--- src/rtl/rmcu_pkg.sv ---
`default_nettype none

package rmcu_pkg;

   // Vector length and derived index widths.
   localparam int NPARS  = 8;
   localparam int IDX_W  = 3;
   localparam int ADDR_W = 2 * IDX_W;
   localparam int CNT_W  = 4;

   // Configuration port.
   localparam int CSR_IDX_W  = 1;
   localparam int CSR_DATA_W = 16;
   localparam logic [CSR_IDX_W-1:0] CSR_NPARS_IN_USE  = 1'b0;
   localparam logic [CSR_IDX_W-1:0] CSR_INITIAL_COUNT = 1'b1;

   localparam logic [CNT_W-1:0] NPARS_RESET = 4'd8;
   localparam logic [15:0]      NINIT_RESET = 16'd100;

   // Divider widths: magnitude plus rounding bias, and divisor up to 2^32.
   localparam int DIV_NUM_W = 65;
   localparam int DIV_DEN_W = 33;
   localparam int DIV_CNT_W = 7;

   typedef enum logic [3:0] {
      ST_CLR,
      ST_IDLE,
      ST_ROW,
      ST_E_RD,
      ST_E_MX,
      ST_E_A1,
      ST_E_A2,
      ST_E_DS,
      ST_E_DW,
      ST_E_FIN,
      ST_OUT,
      ST_M_DS,
      ST_M_DW,
      ST_M_FIN
   } ctrl_state_type;

   typedef enum logic [1:0] {
      MODE_ACC,
      MODE_BATCH,
      MODE_REC
   } walk_mode_type;

   typedef enum logic [3:0] {
      OP_NOP,
      OP_CLR,
      OP_ROW,
      OP_E_RD,
      OP_E_MX,
      OP_E_A1,
      OP_E_A2,
      OP_E_DS,
      OP_E_FIN,
      OP_M_DS,
      OP_M_FIN
   } dp_op_type;

   typedef struct packed {
      dp_op_type            op;
      walk_mode_type        walk;
      logic [IDX_W-1:0]     j;
      logic [IDX_W-1:0]     k;
   } dp_cmd_type;

   typedef struct packed {
      logic                 complete;
      walk_mode_type        mode;
      logic [IDX_W-1:0]     last_idx;
      logic                 div_done;
   } dp_status_type;

   function automatic logic signed [63:0] sadd(input logic signed [63:0] a,
                                               input logic signed [63:0] b);
      logic signed [63:0] s;
      s = a + b;
      if (a[63] == b[63] && s[63] != a[63]) begin
         sadd = a[63] ? {1'b1, 63'd0} : {1'b0, {63{1'b1}}};
      end else begin
         sadd = s;
      end
   endfunction

   function automatic logic signed [63:0] ssub(input logic signed [63:0] a,
                                               input logic signed [63:0] b);
      logic signed [63:0] s;
      s = a - b;
      if (a[63] != b[63] && s[63] != a[63]) begin
         ssub = a[63] ? {1'b1, 63'd0} : {1'b0, {63{1'b1}}};
      end else begin
         ssub = s;
      end
   endfunction

   function automatic logic signed [31:0] sat32(input logic signed [63:0] v);
      if (v > 64'sd2147483647) begin
         sat32 = 32'sh7FFF_FFFF;
      end else if (v < -64'sd2147483648) begin
         sat32 = 32'sh8000_0000;
      end else begin
         sat32 = v[31:0];
      end
   endfunction

   function automatic logic signed [63:0] sext32(input logic signed [31:0] v);
      sext32 = {{32{v[31]}}, v};
   endfunction

endpackage

`default_nettype wire

--- src/rtl/rmcu_ctrl.sv ---
`default_nettype none

module rmcu_ctrl
   import rmcu_pkg::*;
(
   input  wire logic          clock,
   input  wire logic          reset,
   input  wire logic          req_valid,
   output logic               req_ready,
   output logic               rsp_valid,
   input  wire logic          rsp_ready,
   input  wire dp_status_type status,
   output dp_cmd_type         cmd
);

   ctrl_state_type   state_ff, state_in;
   walk_mode_type    walk_ff, walk_in;
   walk_mode_type    mode_ff, mode_in;
   logic [IDX_W-1:0] j_ff, j_in;
   logic [IDX_W-1:0] k_ff, k_in;
   logic             row_end, col_end;
   logic             clr_end;

   assign row_end = (j_ff == status.last_idx);
   assign col_end = (k_ff == status.last_idx);
   assign clr_end = (j_ff == IDX_W'(NPARS - 1)) && (k_ff == IDX_W'(NPARS - 1));

   // Next state.
   always_comb begin
      state_in = state_ff;
      walk_in  = walk_ff;
      mode_in  = mode_ff;
      j_in     = j_ff;
      k_in     = k_ff;
      unique case (state_ff)
         ST_CLR: begin
            if (clr_end) begin
               state_in = ST_IDLE;
               j_in     = '0;
               k_in     = '0;
            end else if (k_ff == IDX_W'(NPARS - 1)) begin
               j_in = j_ff + IDX_W'(1);
               k_in = '0;
            end else begin
               k_in = k_ff + IDX_W'(1);
            end
         end
         ST_IDLE: begin
            if (req_valid && status.complete) begin
               mode_in = status.mode;
               j_in    = '0;
               k_in    = '0;
               if (status.mode == MODE_REC) begin
                  walk_in  = MODE_REC;
                  state_in = ST_M_DS;
               end else begin
                  walk_in  = MODE_ACC;
                  state_in = ST_ROW;
               end
            end
         end
         ST_ROW:  state_in = ST_E_RD;
         ST_E_RD: state_in = ST_E_MX;
         ST_E_MX: state_in = ST_E_A1;
         ST_E_A1: begin
            unique case (walk_ff)
               MODE_ACC:   state_in = ST_E_FIN;
               MODE_BATCH: state_in = ST_E_DS;
               default:    state_in = ST_E_A2;
            endcase
         end
         ST_E_A2: state_in = ST_E_DS;
         ST_E_DS: state_in = ST_E_DW;
         ST_E_DW: begin
            if (status.div_done) begin
               state_in = ST_E_FIN;
            end
         end
         ST_E_FIN, ST_OUT: begin
            if (state_ff == ST_E_FIN && walk_ff != MODE_ACC) begin
               state_in = ST_OUT;
            end else if (state_ff == ST_OUT && !rsp_ready) begin
               state_in = ST_OUT;
            end else if (!col_end) begin
               k_in     = k_ff + IDX_W'(1);
               state_in = ST_E_RD;
            end else if (!row_end) begin
               j_in     = j_ff + IDX_W'(1);
               k_in     = '0;
               state_in = ST_ROW;
            end else if (walk_ff == MODE_ACC && mode_ff == MODE_BATCH) begin
               walk_in  = MODE_BATCH;
               j_in     = '0;
               k_in     = '0;
               state_in = ST_M_DS;
            end else begin
               state_in = ST_IDLE;
            end
         end
         ST_M_DS: state_in = ST_M_DW;
         ST_M_DW: begin
            if (status.div_done) begin
               state_in = ST_M_FIN;
            end
         end
         ST_M_FIN: begin
            if (row_end) begin
               j_in     = '0;
               k_in     = '0;
               state_in = ST_ROW;
            end else begin
               j_in     = j_ff + IDX_W'(1);
               state_in = ST_M_DS;
            end
         end
         default: state_in = ST_IDLE;
      endcase
   end

   // Outputs.
   always_comb begin
      req_ready = 1'b0;
      rsp_valid = 1'b0;
      cmd.walk  = walk_ff;
      cmd.j     = j_ff;
      cmd.k     = k_ff;
      unique case (state_ff)
         ST_CLR:   cmd.op = OP_CLR;
         ST_IDLE: begin
            cmd.op    = OP_NOP;
            req_ready = 1'b1;
         end
         ST_ROW:   cmd.op = OP_ROW;
         ST_E_RD:  cmd.op = OP_E_RD;
         ST_E_MX:  cmd.op = OP_E_MX;
         ST_E_A1:  cmd.op = OP_E_A1;
         ST_E_A2:  cmd.op = OP_E_A2;
         ST_E_DS:  cmd.op = OP_E_DS;
         ST_E_FIN: cmd.op = OP_E_FIN;
         ST_OUT: begin
            cmd.op    = OP_NOP;
            rsp_valid = 1'b1;
         end
         ST_M_DS:  cmd.op = OP_M_DS;
         ST_M_FIN: cmd.op = OP_M_FIN;
         default:  cmd.op = OP_NOP;
      endcase
   end

   always_ff @(posedge clock) begin
      if (reset) begin
         state_ff <= ST_CLR;
         walk_ff  <= MODE_ACC;
         mode_ff  <= MODE_ACC;
         j_ff     <= '0;
         k_ff     <= '0;
      end else begin
         state_ff <= state_in;
         walk_ff  <= walk_in;
         mode_ff  <= mode_in;
         j_ff     <= j_in;
         k_ff     <= k_in;
      end
   end

endmodule

`default_nettype wire

--- config.mk ---
export PLATFORM = sky130hd
export DESIGN_NAME = rmcu_ctrl
export DESIGN_NICKNAME = d
export VERILOG_FILES = /design/src/rtl/rmcu_pkg.sv /design/src/rtl/rmcu_ctrl.sv
export SDC_FILE = /design/constraint.sdc
export NUM_CORES = 1
export LEC_CHECK = 0
export ABC_AREA = 1
export BUFFER_PORTS_ARGS = -buffer_cell sky130_fd_sc_hd__buf_2
export CORE_ASPECT_RATIO = 1.4
export CORE_MARGIN = 2
export CORE_UTILIZATION = 54
export DETAILED_ROUTE_END_ITERATION = 12
export PLACE_DENSITY = 0.84
export SLEW_MARGIN = 20
export SYNTH_ARGS = -nofsm -noshare
export SYNTH_HDL_FRONTEND = slang
export SYNTH_SLANG_ARGS = --single-unit
--- constraint.sdc ---
create_clock -name clock -period 1.8 [get_ports clock]
set_clock_uncertainty 0.2 [all_clocks]
set_input_delay 0.18 -clock clock [delete_from_list [all_inputs] [get_ports clock]]
set_output_delay 0.18 -clock clock [all_outputs]
set_load 0.03 [all_outputs]
==> flow_summary_export.csv <==
group,metric,value,unit
run_status,run_status,"finished with violations",
run_status,failing_checks,"setup timing",
drt,wl_per_cell,12.3,microns
setup_path,reg2reg_from,"state_ff[0]",
logic_synthesis,synth-async-reset-ratio,0,
cts,clk_latency,0.29,ns
floorplanning,die_area,0.00269,sq mm
global_route,first_global_vias,1310,
floorplanning,top_level_ports,25,
sta,achievable-frequency,555,MHz
cts,worst_setup_hold_path_clk_slew,0.10,ns
floorplanning,fp.dieW,44.4,microns
logic_synthesis,seq_area_frac_synth,0.227,
placed_design,detailed_place_hpwl,2.44,mm
layout,final_cell_area,0.00158,sq mm
cts,h-tree-depth,1,
sta,final_min_period_over_clock_period,1.00,
layout,layout-drive-gt1-share,0.322,
setup_path,number_of_cell_instances_on_the_worst_register_to_register_path,11,
cts,cts_tree,"done",
sta,report.final.slew_viol_count,0,
placed_design,port_buffers,24,
sta,slew-limit-headroom,0.747,
power_and_ir_drop,clk_network_pwr_share,0.129,
logic_synthesis,post_synth.cell_area_avg,6.03,sq um
power_and_ir_drop,share_comb_of_total_power,0.618,
layout,final_nets,258,
sta,setup_viol_count_final,1,
logic_synthesis,yosysWarnings,0,
setup_path,worst-path-max-fanout,6,
hold_path,tightest_hold_check_type,"in2reg",
sta,finalHoldViolations,0,
hold_path,holdPathStages,5,
drt,number_of_design_rule_violations_left_after_detail_routing,0,
sta,setup_ws,-0.00241,ns
layout,num_antenna_cells,0,
sta,timing_worst_slew_pin_value,0.379,ns
setup_path,startpoint_type,"flip-flop",
logic_synthesis,syn-instance-count,205,
sta,hold-worst-slack,0.118,ns
logic_synthesis,synth.top_cells.by_area,"sky130_fd_sc_hd__dfxtp_1 (23%), sky130_fd_sc_hd__nand2_1 (17%), sky130_fd_sc_hd__nor2_1 (9.1%), sky130_fd_sc_hd__inv_1 (7.3%), sky130_fd_sc_hd__nand3_1 (6.9%)",
drt,vias_per_cell,5.41,
global_route,grt_antenna_before_repair,0,
logic_synthesis,synth.net_count,220,
logic_synthesis,syn-cell-area,0.00124,sq mm
global_route,global_route.usage.total,0.257,
logic_synthesis,synth_top_cell_by_area,"sky130_fd_sc_hd__dfxtp_1",
layout,fillerInstances,193,
placed_design,postPlaceCellArea,0.00142,sq mm
placed_design,routability_congestion_estimate,0.891,
sta,rsz0062_at_grt,"yes",
power_and_ir_drop,irDropWorstVdd,0.659,mV
drt,first_iter_violations,57,
setup_path,worst_setup_path_end_kind,"output pin",
drt,residual_antenna_violating_net_count_after_detailed_routing,0,
global_route,global_route.overflow_total,0,
power_and_ir_drop,share_seq_of_total_power,0.253,
cts,cts-buffers-inserted,3,
setup_path,slack_of_the_worst_reg_to_reg_path,0.11,ns
job,cap_violations,0,
layout,area_growth_syn_to_layout,28.0,%
cts,clock_sink_count,14,
global_route,largest_net_degree_at_the_start_of_global_routing,12,
drt,detailroute.via_count,1428,
setup_path,crit-reg2reg-capture,"k_ff[1]",
power_and_ir_drop,static-leakage-power,0.000876,uW
power_and_ir_drop,power-per-cell-area,1170,mW/mm^2
power_and_ir_drop,p_total,1850,uW
floorplanning,core_area,0.00218,sq mm
logic_synthesis,number_of_enable_flip_flop_cells_after_synthesis,0,
floorplanning,die_y,60.6,microns
logic_synthesis,synth.top_cell.area_share,0.227,
setup_path,path_class,"reg2out",
logic_synthesis,synth.ff_latch_count,14,
setup_path,cp_data_required_time,1.42,ns
floorplanning,std_cell_rows,20,
logic_synthesis,ys.flop_type,"sky130_fd_sc_hd__dfxtp_1",
power_and_ir_drop,netSwitchingPower,917,uW
power_and_ir_drop,p_int,933,uW
global_route,grt_first_pass_wirelength,5.14,mm
cts,clk_path_buf_depth,2,
hold_path,min-delay-start,"req_valid",
floorplanning,initial_utilization,0.568,
sta,layout_min_cycle_time,1.80,ns
power_and_ir_drop,net_switching_fraction_of_the_power,0.496,
setup_path,worstPathArrival,1.42,ns
logic_synthesis,synthDistinctLibCells,28,
sta,final.setup.tns,-0.00241,ns
cts,ctsRootBufferMaster,"sky130_fd_sc_hd__clkbuf_4",
drt,drt_pass1_iterations,4,
drt,detail_route.wirelength,3.26,mm
hold_path,hold_end,"walk_ff[1]",
cell families after synthesis:
logic type | count (synthesis) | share of synthesized area
adder cells (fa/ha/maj) | 4 | 0.0405
AO/OA/AOI/OAI | 23 | 0.116
XOR/XNOR | 4 | 0.0283
flip-flops | 14 | 0.227
AND/OR/NAND/NOR | 125 | 0.480
buffers and inverters | 35 | 0.108
critical path, cell delays in order, from the launching register on:
cell and delay (ns):
sky130_fd_sc_hd__dfxtp_4 0.38, sky130_fd_sc_hd__inv_2 0.07, sky130_fd_sc_hd__nor2_4 0.23, sky130_fd_sc_hd__nand2_1 0.14
sky130_fd_sc_hd__o211ai_1 0.12, sky130_fd_sc_hd__buf_4 0.19
worst max path at each step:
stage / start / cells after the start / slack, ns / end
after global routing: state_ff[0] / 5 / -0.04 / cmd[8]
after CTS: state_ff[3] / 4 / 0.008 / cmd[8]
final: state_ff[0] / 5 / -0.002 / cmd[8]
after floorplan: k_ff[0] / 9 / 0.03 / j_ff[0]
after detailed placement: state_ff[0] / 11 / 0.02 / k_ff[1]
after global placement: state_ff[0] / 11 / 0.04 / k_ff[0]
metrics by stage:
stage,setup WS [ns],utilization,instances
after floorplan,0.0251,-,205
after CTS,0.00841,0.694,263
after global routing,-0.0367,0.727,264
after global placement,0.0397,0.653,255
after detailed placement,0.0184,0.653,255
final,-0.00241,0.727,264
placed cells by master (no fill, tap or decap), drive strengths merged, types with 2 or more instances in the layout:
cell type    netlist  routed
o211ai             3       3
clkbuf             0       4
dlygate4sd3        0       4
nand3             18      18
inv               33      33
nand2             64      64
ha                 4       4
nor2              38      38
nor3               2       2
o21ai              7       7
xnor2              4       4
buf                2      31
dfxtp             14      14
a21oi             10      10
cell usage after synthesis, drive strengths merged, types with 2 or more instances:
cell type and number:
nor3 2, inv 33, ha 4, o211ai 3, nor2 38, nand3 18, dfxtp 14, nand2 64
xnor2 4, o21ai 7, a21oi 10, buf 2
timing repair:
action	in CTS	in global routing
endpoints found under the hold margin	5	0
pin swaps	0	2
buffers inserted	0	1
hold buffers	4	0
endpoints found under the setup margin	3	13
gates resized for setup	5	22
power groups by stage:
| stage | combinational [uW] | sequential, uW | clock [uW] |
|---|---|---|---|
| finish | 1140 | 469 | 239 |
| global route | 1260 | 483 | 256 |
| CTS | 1070 | 469 | 242 |
| detailed placement | 1050 | 473 | 0 |
| global placement | 1030 | 471 | 0 |
| floorplan | 692 | 579 | 0 |
layer usage:
layer	GRT usage	share of wire	up-vias
met1	0.259	0.37	630
li1	-	-	712
met4	0.134	0.053	0
met2	0.498	0.52	65
met3	0.0357	0.056	21
met5	0	0	-
sequential cells by signal, summed over array words and instances, names as in the netlist:
signal    cells
state_ff      4
mode_ff       2
k_ff          3
walk_ff       2
j_ff          3
final cells by class:
cell class,count,area [sq um],share of cell area
repair buffers,35,220,0.139
clock buffers,4,36.3,0.0229
flip-flops and latches,14,294,0.186
multi-input cells,156,878,0.555
inverters,33,126,0.0798
well taps,22,27.5,0.0174
Note: power is estimated with default switching activity, not from simulation.
